--- src/hdl/erq_pkg.sv ---
// Package with the types, widths and codes shared by the extent request aligner.
package erq_pkg;

  localparam int OFF_W     = 54;
  localparam int LEN_W     = 21;
  localparam int ALEN_W    = 23;
  localparam int WIDE_W    = OFF_W + 1;
  localparam int CFG_IDX_W = 2;

  localparam logic [CFG_IDX_W-1:0] REG_ALIGN_SIZE = 2'd0;
  localparam logic [CFG_IDX_W-1:0] REG_RT_EXTENT  = 2'd1;
  localparam logic [CFG_IDX_W-1:0] REG_RT_MODE    = 2'd2;

  localparam logic [1:0] NEXT_NONE    = 2'd0;
  localparam logic [1:0] NEXT_HOLE    = 2'd2;
  localparam logic [1:0] NEXT_DELAYED = 2'd3;

  localparam logic [1:0] PREV_NONE = 2'd0;
  localparam logic [1:0] PREV_HOLE = 2'd2;

  typedef struct packed {
    logic [OFF_W-1:0] req_offset;
    logic [LEN_W-1:0] req_length;
    logic             at_eof;
    logic             delayed_alloc;
    logic             converting;
    logic [1:0]       next_kind;
    logic [OFF_W-1:0] next_offset;
    logic [LEN_W-1:0] next_length;
    logic [1:0]       prev_kind;
    logic [OFF_W-1:0] prev_offset;
    logic [LEN_W-1:0] prev_length;
  } erq_in_t;

  typedef struct packed {
    logic [OFF_W-1:0] aligned_offset;
    logic [LEN_W-1:0] aligned_length;
    logic             status;
  } erq_out_t;

  typedef enum logic [4:0] {
    ST_IDLE,
    ST_PREP,
    ST_SCREEN,
    ST_DIV_OFF,
    ST_DIV_LEN,
    ST_DIV_MAX,
    ST_CLAMP_PREV,
    ST_SUM_A,
    ST_CLAMP_NEXT,
    ST_RECLAMP,
    ST_SUM_B,
    ST_TRIM,
    ST_RT_START,
    ST_RT_DIV,
    ST_RT_CHECK,
    ST_RT_ADJUST,
    ST_RT_START2,
    ST_RT_REDIV,
    ST_RT_SUM,
    ST_RT_VERIFY,
    ST_DONE
  } erq_state_t;

endpackage

--- src/hdl/erq_divider.sv ---
// Bit-serial restoring divider that yields the remainder, one dividend bit per cycle.
module erq_divider #(
  parameter int DW = 54,
  parameter int VW = 21
) (
  input  logic          clk,
  input  logic          rst_n,
  input  logic          start,
  input  logic [DW-1:0] dividend,
  input  logic [VW-1:0] divisor,
  output logic          done,
  output logic [VW-1:0] remainder
);

  localparam int CW = $clog2(DW + 1);

  logic          busy_r, busy_nxt;
  logic          done_r, done_nxt;
  logic [CW-1:0] cnt_r, cnt_nxt;
  logic [DW-1:0] q_r, q_nxt;
  logic [VW-1:0] r_r, r_nxt;
  logic [VW-1:0] d_r, d_nxt;
  logic [VW:0]   trial;
  logic [VW:0]   diff;

  assign trial = {r_r, q_r[DW-1]};
  assign diff  = trial - {1'b0, d_r};

  always_comb begin
    busy_nxt = busy_r;
    done_nxt = 1'b0;
    cnt_nxt  = cnt_r;
    q_nxt    = q_r;
    r_nxt    = r_r;
    d_nxt    = d_r;
    if (start) begin
      busy_nxt = 1'b1;
      cnt_nxt  = CW'(DW);
      q_nxt    = dividend;
      r_nxt    = '0;
      d_nxt    = divisor;
    end else if (busy_r) begin
      r_nxt   = (trial >= {1'b0, d_r}) ? diff[VW-1:0] : trial[VW-1:0];
      q_nxt   = {q_r[DW-2:0], 1'b0};
      cnt_nxt = cnt_r - CW'(1);
      if (cnt_r == CW'(1)) begin
        busy_nxt = 1'b0;
        done_nxt = 1'b1;
      end
    end
  end

  always_ff @(posedge clk) begin
    if (!rst_n) begin
      busy_r <= 1'b0;
      done_r <= 1'b0;
      cnt_r  <= '0;
    end else begin
      busy_r <= busy_nxt;
      done_r <= done_nxt;
      cnt_r  <= cnt_nxt;
    end
  end

  always_ff @(posedge clk) begin
    q_r <= q_nxt;
    r_r <= r_nxt;
    d_r <= d_nxt;
  end

  assign done      = done_r;
  assign remainder = r_r;

endmodule

--- src/hdl/extent_request_aligner.sv ---
// Top level of the extent request aligner: configuration, sequencer and output register.
//
// One request item enters on in_valid/in_ready together with its previous and
// next neighbor extents; one result item leaves on out_valid/out_ready with the
// aligned offset, the aligned length and a status bit (1 when a realtime
// request can no longer be covered). The block works on one item at a time:
// in_ready is high only while the sequencer is idle.
// Latency is set by a shared bit-serial remainder unit. A converted or in-place
// request skips the remainder unit, an ordinary request needs two remainders
// or three, and a realtime request at most five. The next item can be accepted
// in the same cycle as its result appears in the output register.
// Results wait in an output register; a finished item waits for it there, so
// a stalled receiver holds the block after at most one further item.
// Configuration writes on cfg_we take effect at the next clock edge and must
// be made while the block is idle. A synchronous reset on rst_n returns the
// sequencer to idle, drops out_valid and loads align_size = 1,
// rt_extent_size = 1 and realtime_mode = 0. No clearing pass is needed.
module extent_request_aligner #(
  parameter int unsigned MAX_EXTENT_LEN = 2097151
) (
  input  logic                              clk,
  input  logic                              rst_n,
  input  logic                              in_valid,
  output logic                              in_ready,
  input  erq_pkg::erq_in_t                  in_data,
  output logic                              out_valid,
  input  logic                              out_ready,
  output erq_pkg::erq_out_t                 out_data,
  input  logic                              cfg_we,
  input  logic [erq_pkg::CFG_IDX_W-1:0]     cfg_index,
  input  logic [erq_pkg::LEN_W-1:0]         cfg_wdata
);

  import erq_pkg::*;

  localparam logic [ALEN_W-1:0] MAX_LEN = ALEN_W'(MAX_EXTENT_LEN);

  erq_state_t        state_r, state_nxt;
  logic [LEN_W-1:0]  align_size_r, rt_size_r;
  logic              rt_mode_r;
  erq_in_t           in_r, in_nxt;
  logic [WIDE_W-1:0] oend_r, oend_nxt;
  logic [WIDE_W-1:0] nend_r, nend_nxt;
  logic [WIDE_W-1:0] prevo_r, prevo_nxt;
  logic [WIDE_W-1:0] nexto_r, nexto_nxt;
  logic              has_next_r, has_next_nxt;
  logic [WIDE_W-1:0] aoff_r, aoff_nxt;
  logic [ALEN_W-1:0] alen_r, alen_nxt;
  logic [WIDE_W-1:0] end_r, end_nxt;
  logic [LEN_W-1:0]  rem_r, rem_nxt;
  logic              keep_r, keep_nxt;
  logic              fail_r, fail_nxt;
  logic              out_valid_r, out_valid_nxt;
  erq_out_t          out_data_r, out_data_nxt;

  logic              div_start;
  logic [OFF_W-1:0]  div_dividend;
  logic [LEN_W-1:0]  div_divisor;
  logic              div_done;
  logic [LEN_W-1:0]  div_rem;

  logic [LEN_W-1:0]  ext, rte;
  logic [WIDE_W-1:0] ooff_w, olen_w, alen_w, rem_w, div_rem_w;
  logic [ALEN_W-1:0] alen_sum, alen_up;
  logic              inside_next, past_next;

  assign ext       = (align_size_r == '0) ? LEN_W'(1) : align_size_r;
  assign rte       = (rt_size_r == '0) ? LEN_W'(1) : rt_size_r;
  assign ooff_w    = WIDE_W'(in_r.req_offset);
  assign olen_w    = WIDE_W'(in_r.req_length);
  assign alen_w    = WIDE_W'(alen_r);
  assign rem_w     = WIDE_W'(rem_r);
  assign div_rem_w = WIDE_W'(div_rem);
  assign alen_sum  = ALEN_W'(in_r.req_length) + ALEN_W'(div_rem);
  assign alen_up   = (div_rem == '0) ? alen_r :
                     alen_r + ALEN_W'(ext) - ALEN_W'(div_rem);
  assign inside_next = !in_r.delayed_alloc && !in_r.at_eof &&
                       (in_r.next_kind != NEXT_NONE) &&
                       (in_r.req_offset >= in_r.next_offset) && (oend_r <= nend_r);
  assign past_next = has_next_r && (end_r != oend_r) && (end_r > nexto_r);

  erq_divider #(
    .DW(OFF_W),
    .VW(LEN_W)
  ) u_div (
    .clk      (clk),
    .rst_n    (rst_n),
    .start    (div_start),
    .dividend (div_dividend),
    .divisor  (div_divisor),
    .done     (div_done),
    .remainder(div_rem)
  );

  always_comb begin
    state_nxt     = state_r;
    in_nxt        = in_r;
    oend_nxt      = oend_r;
    nend_nxt      = nend_r;
    prevo_nxt     = prevo_r;
    nexto_nxt     = nexto_r;
    has_next_nxt  = has_next_r;
    aoff_nxt      = aoff_r;
    alen_nxt      = alen_r;
    end_nxt       = end_r;
    rem_nxt       = rem_r;
    keep_nxt      = keep_r;
    fail_nxt      = fail_r;
    out_valid_nxt = out_valid_r && !out_ready;
    out_data_nxt  = out_data_r;
    in_ready      = 1'b0;
    div_start     = 1'b0;
    div_dividend  = in_r.req_offset;
    div_divisor   = ext;
    unique case (state_r)
      ST_IDLE: begin
        in_ready = 1'b1;
        if (in_valid) begin
          in_nxt    = in_data;
          state_nxt = ST_PREP;
        end
      end
      ST_PREP: begin
        oend_nxt     = ooff_w + olen_w;
        nend_nxt     = WIDE_W'(in_r.next_offset) + WIDE_W'(in_r.next_length);
        has_next_nxt = !in_r.at_eof && (in_r.next_kind != NEXT_NONE);
        case (in_r.prev_kind)
          PREV_NONE: prevo_nxt = '0;
          PREV_HOLE: prevo_nxt = WIDE_W'(in_r.prev_offset);
          default:   prevo_nxt = WIDE_W'(in_r.prev_offset) + WIDE_W'(in_r.prev_length);
        endcase
        state_nxt = ST_SCREEN;
      end
      ST_SCREEN: begin
        if ((in_r.delayed_alloc && in_r.next_kind == NEXT_HOLE) ||
            (!in_r.delayed_alloc && in_r.next_kind == NEXT_DELAYED)) begin
          nexto_nxt = nend_r;
        end else begin
          nexto_nxt = WIDE_W'(in_r.next_offset);
        end
        fail_nxt = 1'b0;
        if (in_r.converting || inside_next) begin
          keep_nxt  = 1'b1;
          state_nxt = ST_DONE;
        end else begin
          keep_nxt  = 1'b0;
          div_start = 1'b1;
          state_nxt = ST_DIV_OFF;
        end
      end
      ST_DIV_OFF: begin
        if (div_done) begin
          aoff_nxt     = ooff_w - div_rem_w;
          alen_nxt     = alen_sum;
          div_start    = 1'b1;
          div_dividend = OFF_W'(alen_sum);
          state_nxt    = ST_DIV_LEN;
        end
      end
      ST_DIV_LEN: begin
        if (div_done) begin
          if (alen_up > MAX_LEN) begin
            div_start    = 1'b1;
            div_dividend = OFF_W'(MAX_LEN);
            state_nxt    = ST_DIV_MAX;
          end else begin
            alen_nxt  = alen_up;
            state_nxt = ST_CLAMP_PREV;
          end
        end
      end
      ST_DIV_MAX: begin
        if (div_done) begin
          alen_nxt  = MAX_LEN - ALEN_W'(div_rem);
          state_nxt = ST_CLAMP_PREV;
        end
      end
      ST_CLAMP_PREV: begin
        if (aoff_r != ooff_w && aoff_r < prevo_r) begin
          aoff_nxt = prevo_r;
        end
        state_nxt = ST_SUM_A;
      end
      ST_SUM_A: begin
        end_nxt   = aoff_r + alen_w;
        state_nxt = ST_CLAMP_NEXT;
      end
      ST_CLAMP_NEXT: begin
        if (past_next) begin
          aoff_nxt = (nexto_r > alen_w) ? nexto_r - alen_w : '0;
        end
        state_nxt = ST_RECLAMP;
      end
      ST_RECLAMP: begin
        if (aoff_r != ooff_w && aoff_r < prevo_r) begin
          aoff_nxt = prevo_r;
        end
        state_nxt = ST_SUM_B;
      end
      ST_SUM_B: begin
        end_nxt   = aoff_r + alen_w;
        state_nxt = ST_TRIM;
      end
      ST_TRIM: begin
        if (past_next) begin
          alen_nxt = (nexto_r > aoff_r) ? ALEN_W'(nexto_r - aoff_r) : '0;
        end
        state_nxt = rt_mode_r ? ST_RT_START : ST_DONE;
      end
      ST_RT_START: begin
        div_start    = 1'b1;
        div_dividend = OFF_W'(alen_r);
        div_divisor  = rte;
        state_nxt    = ST_RT_DIV;
      end
      ST_RT_DIV: begin
        if (div_done) begin
          if (div_rem == '0) begin
            state_nxt = ST_DONE;
          end else begin
            rem_nxt   = div_rem;
            end_nxt   = aoff_r + alen_w;
            state_nxt = ST_RT_CHECK;
          end
        end
      end
      ST_RT_CHECK: begin
        if (ooff_w < aoff_r || oend_r > end_r ||
            (alen_r - ALEN_W'(rem_r)) < ALEN_W'(in_r.req_length)) begin
          keep_nxt  = 1'b1;
          fail_nxt  = 1'b1;
          state_nxt = ST_DONE;
        end else begin
          state_nxt = ST_RT_ADJUST;
        end
      end
      ST_RT_ADJUST: begin
        if (aoff_r + rem_w <= ooff_w) begin
          alen_nxt  = alen_r - ALEN_W'(rem_r);
          aoff_nxt  = aoff_r + rem_w;
          state_nxt = ST_RT_SUM;
        end else if (end_r - rem_w >= oend_r) begin
          alen_nxt  = alen_r - ALEN_W'(rem_r);
          state_nxt = ST_RT_SUM;
        end else begin
          alen_nxt  = alen_r - ALEN_W'(ooff_w - aoff_r);
          aoff_nxt  = ooff_w;
          state_nxt = ST_RT_START2;
        end
      end
      ST_RT_START2: begin
        div_start    = 1'b1;
        div_dividend = OFF_W'(alen_r);
        div_divisor  = rte;
        state_nxt    = ST_RT_REDIV;
      end
      ST_RT_REDIV: begin
        if (div_done) begin
          alen_nxt  = alen_r - ALEN_W'(div_rem);
          state_nxt = ST_RT_SUM;
        end
      end
      ST_RT_SUM: begin
        end_nxt   = aoff_r + alen_w;
        state_nxt = ST_RT_VERIFY;
      end
      ST_RT_VERIFY: begin
        if (ooff_w < aoff_r || oend_r > end_r) begin
          keep_nxt = 1'b1;
          fail_nxt = 1'b1;
        end
        state_nxt = ST_DONE;
      end
      ST_DONE: begin
        if (!out_valid_r || out_ready) begin
          out_valid_nxt = 1'b1;
          if (keep_r) begin
            out_data_nxt.aligned_offset = in_r.req_offset;
            out_data_nxt.aligned_length = in_r.req_length;
            out_data_nxt.status         = fail_r;
          end else begin
            out_data_nxt.aligned_offset = aoff_r[OFF_W-1:0];
            out_data_nxt.aligned_length = alen_r[LEN_W-1:0];
            out_data_nxt.status         = 1'b0;
          end
          state_nxt = ST_IDLE;
        end
      end
      default: state_nxt = ST_IDLE;
    endcase
  end

  always_ff @(posedge clk) begin
    if (!rst_n) begin
      state_r      <= ST_IDLE;
      out_valid_r  <= 1'b0;
      align_size_r <= LEN_W'(1);
      rt_size_r    <= LEN_W'(1);
      rt_mode_r    <= 1'b0;
    end else begin
      state_r     <= state_nxt;
      out_valid_r <= out_valid_nxt;
      if (cfg_we) begin
        unique case (cfg_index)
          REG_ALIGN_SIZE: align_size_r <= cfg_wdata;
          REG_RT_EXTENT:  rt_size_r    <= cfg_wdata;
          REG_RT_MODE:    rt_mode_r    <= cfg_wdata[0];
          default: ;
        endcase
      end
    end
  end

  always_ff @(posedge clk) begin
    in_r       <= in_nxt;
    oend_r     <= oend_nxt;
    nend_r     <= nend_nxt;
    prevo_r    <= prevo_nxt;
    nexto_r    <= nexto_nxt;
    has_next_r <= has_next_nxt;
    aoff_r     <= aoff_nxt;
    alen_r     <= alen_nxt;
    end_r      <= end_nxt;
    rem_r      <= rem_nxt;
    keep_r     <= keep_nxt;
    fail_r     <= fail_nxt;
    out_data_r <= out_data_nxt;
  end

  assign out_valid = out_valid_r;
  assign out_data  = out_data_r;

endmodule

--- config.mk ---
export PLATFORM = sky130hd
export DESIGN_NAME = extent_request_aligner
export DESIGN_NICKNAME = d
export VERILOG_FILES = /design/src/hdl/erq_pkg.sv /design/src/hdl/erq_divider.sv /design/src/hdl/extent_request_aligner.sv
export SDC_FILE = /design/constraint.sdc
export NUM_CORES = 2
export LEC_CHECK = 0
export BUFFER_PORTS_ARGS = -buffer_cell sky130_fd_sc_hd__buf_4
export CAP_MARGIN = 20
export CORE_MARGIN = 2
export CORE_UTILIZATION = 34
export CTS_CLUSTER_DIAMETER = 80
export DETAILED_ROUTE_END_ITERATION = 10
export GPL_ROUTABILITY_DRIVEN = 1
export GPL_TIMING_DRIVEN = 1
export RECOVER_POWER = 25
export SETUP_SLACK_MARGIN = 0.05
export SLEW_MARGIN = 20
export SYNTH_ARGS = -nofsm -noshare
export SYNTH_HDL_FRONTEND = slang
export SYNTH_HIERARCHICAL = 1
export SYNTH_SLANG_ARGS = --single-unit
--- constraint.sdc ---
create_clock -name clk -period 28.1 [get_ports clk]
set_input_delay 2.81 -clock clk [delete_from_list [all_inputs] [get_ports clk]]
set_output_delay 2.81 -clock clk [all_outputs]
set_load 0.02 [all_outputs]
======== Word-level counts from Yosys, hierarchy flattened ========
Index checks and enable logic that the tools add are counted.
word-level totals
  input port bits ......................... 260
  logic and storage cells ................. 232
  output and inout port bits .............. 78
  register bits after elaboration ......... 838
operators by class
  bitwise logic cells ..................... 3
  reductions and logical operators ........ 48
  add/sub/neg operators ................... 19
  muxes and demuxes ....................... 68
  eq/ne operators ......................... 43
  $lt $le $gt $ge ......................... 13
operators by type and width
  operator           number
  $mux W55           8
  $mux W54           6
  $mux W23           10
  $pmux W55 S2       2
  $pmux W55 S4       1
  $add A54 B21 Y55   3
  $gt A55 B55 Y1     3
  $pmux W54 S3       1
  $pmux W23 S6       1
  $pmux W5 S21       1
  $mux W21           4
  $mux W76           1
  $sub A23 B21 Y23   3
  $sub A23 B23 Y23   3
  $logic_not A21 Y1  3
  $add A55 B21 Y55   1
  $add A55 B23 Y55   1
  $ge A55 B55 Y1     1
  $gt A55 B23 Y1     1
  $le A55 B54 Y1     1
  $le A55 B55 Y1     1
  $lt A54 B55 Y1     1
  $lt A55 B55 Y1     1
  $mux W5            11
  other kinds (46)   125

======== Logic depth before layout (Yosys ltp) ========
  depth after elaboration ................. 10
  depth in mapped cells ................... 24
  mapped depth without buffers ............ 22

======== Cells and area by module ========
Netlist, hierarchy kept.
by module, submodules not included
  module                  cells an instance  times used  area each (µm²)  sequential area each (µm²)
  extent_request_aligner  6907               1           62897.8          21550.7
  erq_divider             459                1           5280.1           2832.7

======== Least setup slack after synthesis ========
Ideal clock, no wire load.
  path type ............................... flip-flop to flip-flop
  from .................................... reg aoff_r[0]
  to ...................................... reg aoff_r[0] (enable)
  arrival ................................. 8.488 ns
  setup time .............................. 0.536 ns
  period minus slack after synthesis ...... 9.024 ns
  required time ........................... 27.564 ns
  buffers on the path ..................... 2
  setup slack ............................. 19.076 ns
  stages on the path, launching flop included .. 22
  cells stage by stage .................... edfxtp_1 ha_1 inv_1 fa_1 nand2b_1 a21oi_1 o31a_1 o211ai_1 a21oi_1 nand2_1 xnor2_1 ha_1 nand4_1 or3_1 or3_1 nor4_1 mux2i_1 a211oi_2 buf_2 buf_2 nor3_1 nor3_1
between the ends
  cells in the longest elaborated chain, start to end .. 4
  elaborated cells on any way between the ends .. 8
  classes of those cells .................. add/sub: 1; order compare: 2; eq/ne: 3; reduce/logical: 2
ends and longest elaborated chain
  what                                                                  line                                                                                         text
  start: declaration                                                    extent_request_aligner.sv:47                                                                 logic [WIDE_W-1:0] aoff_r, aoff_nxt;
  start signal: assignment                                              extent_request_aligner.sv:321                                                                aoff_r <= aoff_nxt;
  $add A55 B21 Y55, or another cell as far along                        extent_request_aligner.sv:238                                                                if (aoff_r + rem_w <= ooff_w) begin
  $le A55 B54 Y1 / $logic_and A1 B1 Y1 (equally long branches)          extent_request_aligner.sv:238, extent_request_aligner.sv:179, extent_request_aligner.sv:195
  $ne A3 B3 Y1 (no source line) / $ne A2 B1 Y1 (equally long branches)  --
  $reduce_and A5 Y1 (no source line) (*)                                --
Every way passes the cells marked *; elsewhere a longest branch is shown, timed or not.
A chain may end at the register's enable or synchronous reset.

======== Final worst setup path ========
  from .................................... reg state_r[0]
  to ...................................... reg oend_r[42] (enable)
between the ends
  cells in the longest elaborated chain, start to end .. 1
ends and longest elaborated chain
  what                      line                           text
  start: declaration        extent_request_aligner.sv:38   erq_state_t state_r, state_nxt;
  start signal: assignment  extent_request_aligner.sv:301  state_r <= state_nxt;
  $eq A5 B1 Y1              extent_request_aligner.sv:115  unique case (state_r)
  end signal: assignment    extent_request_aligner.sv:316  oend_r <= oend_nxt;
  end: declaration          extent_request_aligner.sv:42   logic [WIDE_W-1:0] oend_r, oend_nxt;
No other way between the ends.

==> qor.txt <==
Status - finished with violations
Failing checks - max-capacitance violations, max-slew violations
Syn Inst Count - 7366
Max FO, Critical Path - 117
Sw frac - 45.98%
Die Wd - 451.8 um
Finished Core Util - 39.25%
Pins Over Slew Limit - 430
LEAKAGE - 0.03221 uW
Combinational power share - 48.3%
Period utilisation layout - 30.38%
Resize count post-CTS - 0
Clock Latency Late Sink - 830 ps
Post-synth EDFFs - 760
Clk buf depth - 3
Syn_area_per_cell - 9.256 um^2
Clock root cell - clkbuf_16
Least-Margin Pin Slew - 7888 ps
DR iter-0 viols - 7435
Num CTS Buffers - 110
WL final - 325900 um
CTS tree - yes
Row count - 164
Initial Util - 34.18%
Largest net degree at the start of global routing - 118
Fmax - 117.2 MHz
ANT nets after route - 0
CP Capture Type - register
Leading area contributor after synthesis - edfxtp_1
Rel. slew slack - -425.9%
Most common cell in the netlist - ha_1
Core Region - 0.1995 mm^2
Setup slack at placement - 20350 ps
Worst Path Required - 28510 ps
Area grow syn2layout - 14.84%
Hold_buf cts - 0
Startpoint Class - register
Sequential cell area fraction in the yosys report - 35.76%
Synthesis warning total - 6
Layout fillers - 20009
Number of global-route vias before repair - 58652
Die Ht - 451.8 um
PD cells - 91.14 mW/mm^2
First-pass GRT wire length - 450500 um
Setup TNS - 0 ps
GRT Overall Usage - 31.01%
Clock group share of total power - 21.1%
Commonest cells post-synth - 836 x ha_1, 783 x inv_1, 760 x edfxtp_1
FF+latch count, synth - 838
CTS Sinks - 838
Clk slew on worst S/H paths - 60 ps
RSZ-0062 raised after global routing - no
Routed vias - 62232
Setup WS post-layout - 19560 ps
Area contributors post-synth - edfxtp_1 33%, ha_1 15%, xnor2_1 4.8%, inv_1 4.3%, nand2_1 3.6%
Hold crit path type - register to register
I/O Pins - 338
IO Port Bufs - 337
Final hold vios - 0
Post-CTS Setup Repair Bufs - 0
Final Wtd Congestion - 1.042
Nets - 8907
Layout cell share with drive strength beyond 1 - 10.14%
Max Cap Viol - 6
DRT Pass-1 Iters - 9
Final setup vio count - 0
Die Area - 0.2041 mm^2
Clock Skew - 68.00 ps
Vias per inst - 5.916
GR Overflow Total - 0
Synth cell types - 97
Top FF cell, synth - edfxtp_1
Int Pwr - 3855 uW
Level count of the clock H-tree - 3
Share of flip-flops with an asynchronous set or reset - 0%
Worst Path Arrival - 8950 ps
Share of the synthesized area in the top cell type - 33.47%
Mapped Area - 0.06818 mm^2
Critical path class - register to register
Antenna violations before repair - 22
DRC Markers - 0
Routed WL per cell - 30.98 um
Tmin final - 8536 ps
Peak VDD IR - 60.91 uV
Seq pwr share - 30.6%
Post-DP HPWL - 262500 um
NetSw - 3281 uW
Mapped Nets - 8518
==> final cells by class <==
type | instances | area [um^2] | share of cell area (%)
Timing Repair Buffer | 486 | 3502 | 4.473
Multi-Input combinational cell | 5534 | 40310 | 51.48
Inverter | 785 | 2947 | 3.763
Tap cell | 2656 | 3323 | 4.245
Clock inverter | 88 | 968.4 | 1.237
Sequential cell | 838 | 24380 | 31.14
Antenna cell | 11 | 27.53 | 0.03516
Clock buffer | 121 | 2835 | 3.621
==> kinds of logic (layout without fill, tap and decap cells) <==
| family | count (synthesis) | in the layout | share of synthesized area, % |
|---|---|---|---|
| AND/OR/NAND/NOR | 2095 | 2095 | 14.99 |
| AO/OA/AOI/OAI | 1969 | 1969 | 18.96 |
| buffers and inverters | 994 | 1480 | 5.526 |
| adder cells (fa/ha/maj) | 892 | 892 | 16.99 |
| flip-flops | 838 | 838 | 35.76 |
| XOR/XNOR | 456 | 456 | 5.858 |
| multiplexers | 122 | 122 | 1.909 |
| other | 0 | 11 | 0 |
==> power by group through the flow <==
stage | combinational, uW | sequential [uW] | clock [uW]
after floorplan | 2180 | 2020 | 0
after global placement | 3310 | 2180 | 0
after detailed placement | 3350 | 2180 | 0
after CTS | 3370 | 2160 | 1530
after global routing | 3720 | 2190 | 1570
final | 3450 | 2180 | 1510
==> per-layer routing <==
metal / global-route usage [%] / routed length (um) / vias up
met5: 0 / 83 / -
met3: 6.187 / 29310 / 668
li1: - / - / 28001
met4: 14.77 / 18310 / 14
met1: 42.16 / 138700 / 30369
met2: 47.01 / 139500 / 3180
==> worst paths after layout <==
check / from / end / slack (ps) / cells past startpoint
hold reg to reg: align_size_r[4] / align_size_r[4] / 490 / 2
hold / removal: align_size_r[4] / align_size_r[4] / 490 / 2
setup / recovery: state_r[0] / oend_r[42] / 19560 / 5
setup reg to reg: state_r[0] / oend_r[42] / 19560 / 5
==> state kept, by name, indices dropped and copies added, names as in the netlist, 5 cells and up <==
register,count
nexto_r,55
prevo_r,55
out_data,76
u_div/d_r,21
in_r,232
u_div/q_r,54
end_r,55
rt_size_r,21
alen_r,23
state_r,5
rem_r,21
u_div/cnt_r,6
nend_r,55
aoff_r,55
u_div/remainder,21
align_size_r,21
oend_r,55
==> stage by stage <==
stage / instances / hold WS, ps / area [um^2] / power [uW]
floorplan: 7366 / 441.3 / 68180 / 4199
global placement: 10299 / 455.6 / 74600 / 5488
detailed placement: 10299 / 473.6 / 74610 / 5529
CTS: 10508 / 487.7 / 78410 / 7066
global route: 10512 / 508.3 / 78280 / 7491
finish: 10519 / 487.4 / 78290 / 7136
==> layout by cell type (no fill, tap or decap), types with 27 or more instances in the layout <==
| master | n |
|---|---|
| a221oi_1 | 30 |
| xnor2_1 | 370 |
| o211ai_1 | 78 |
| clkbuf_4 | 212 |
| o21bai_1 | 52 |
| a21o_1 | 180 |
| and4_1 | 28 |
| nand2_1 | 652 |
| buf_4 | 235 |
| a22oi_1 | 38 |
| fa_1 | 56 |
| xor2_1 | 86 |
| a31oi_1 | 45 |
| and3_1 | 76 |
| o21a_1 | 87 |
| nand3_1 | 187 |
| ha_1 | 836 |
| o22ai_1 | 28 |
| clkbuf_1 | 47 |
| nor2_1 | 413 |
| inv_1 | 782 |
| nor4_1 | 79 |
| nor2b_1 | 56 |
| a21boi_0 | 67 |
| nor3_1 | 176 |
| o31ai_1 | 36 |
| mux2i_1 | 58 |
| a311oi_1 | 27 |
| or3_1 | 50 |
| o221ai_1 | 37 |
| nand4_1 | 167 |
| o21ai_0 | 466 |
| a21oi_1 | 447 |
| edfxtp_1 | 760 |
| dfxtp_1 | 78 |
| and2_1 | 32 |
| clkbuf_16 | 111 |
| a211oi_1 | 103 |
| nand2b_1 | 66 |
| mux2_2 | 63 |
==> critical path: stages (launching register included) <==
cell      delay (ps)
dfxtp_1          850
nand2b_1         190
or2_2            350
nor2_1           120
clkbuf_1        5240
buf_4           1270
No activity file was read; power rests on OpenSTA's default activity.
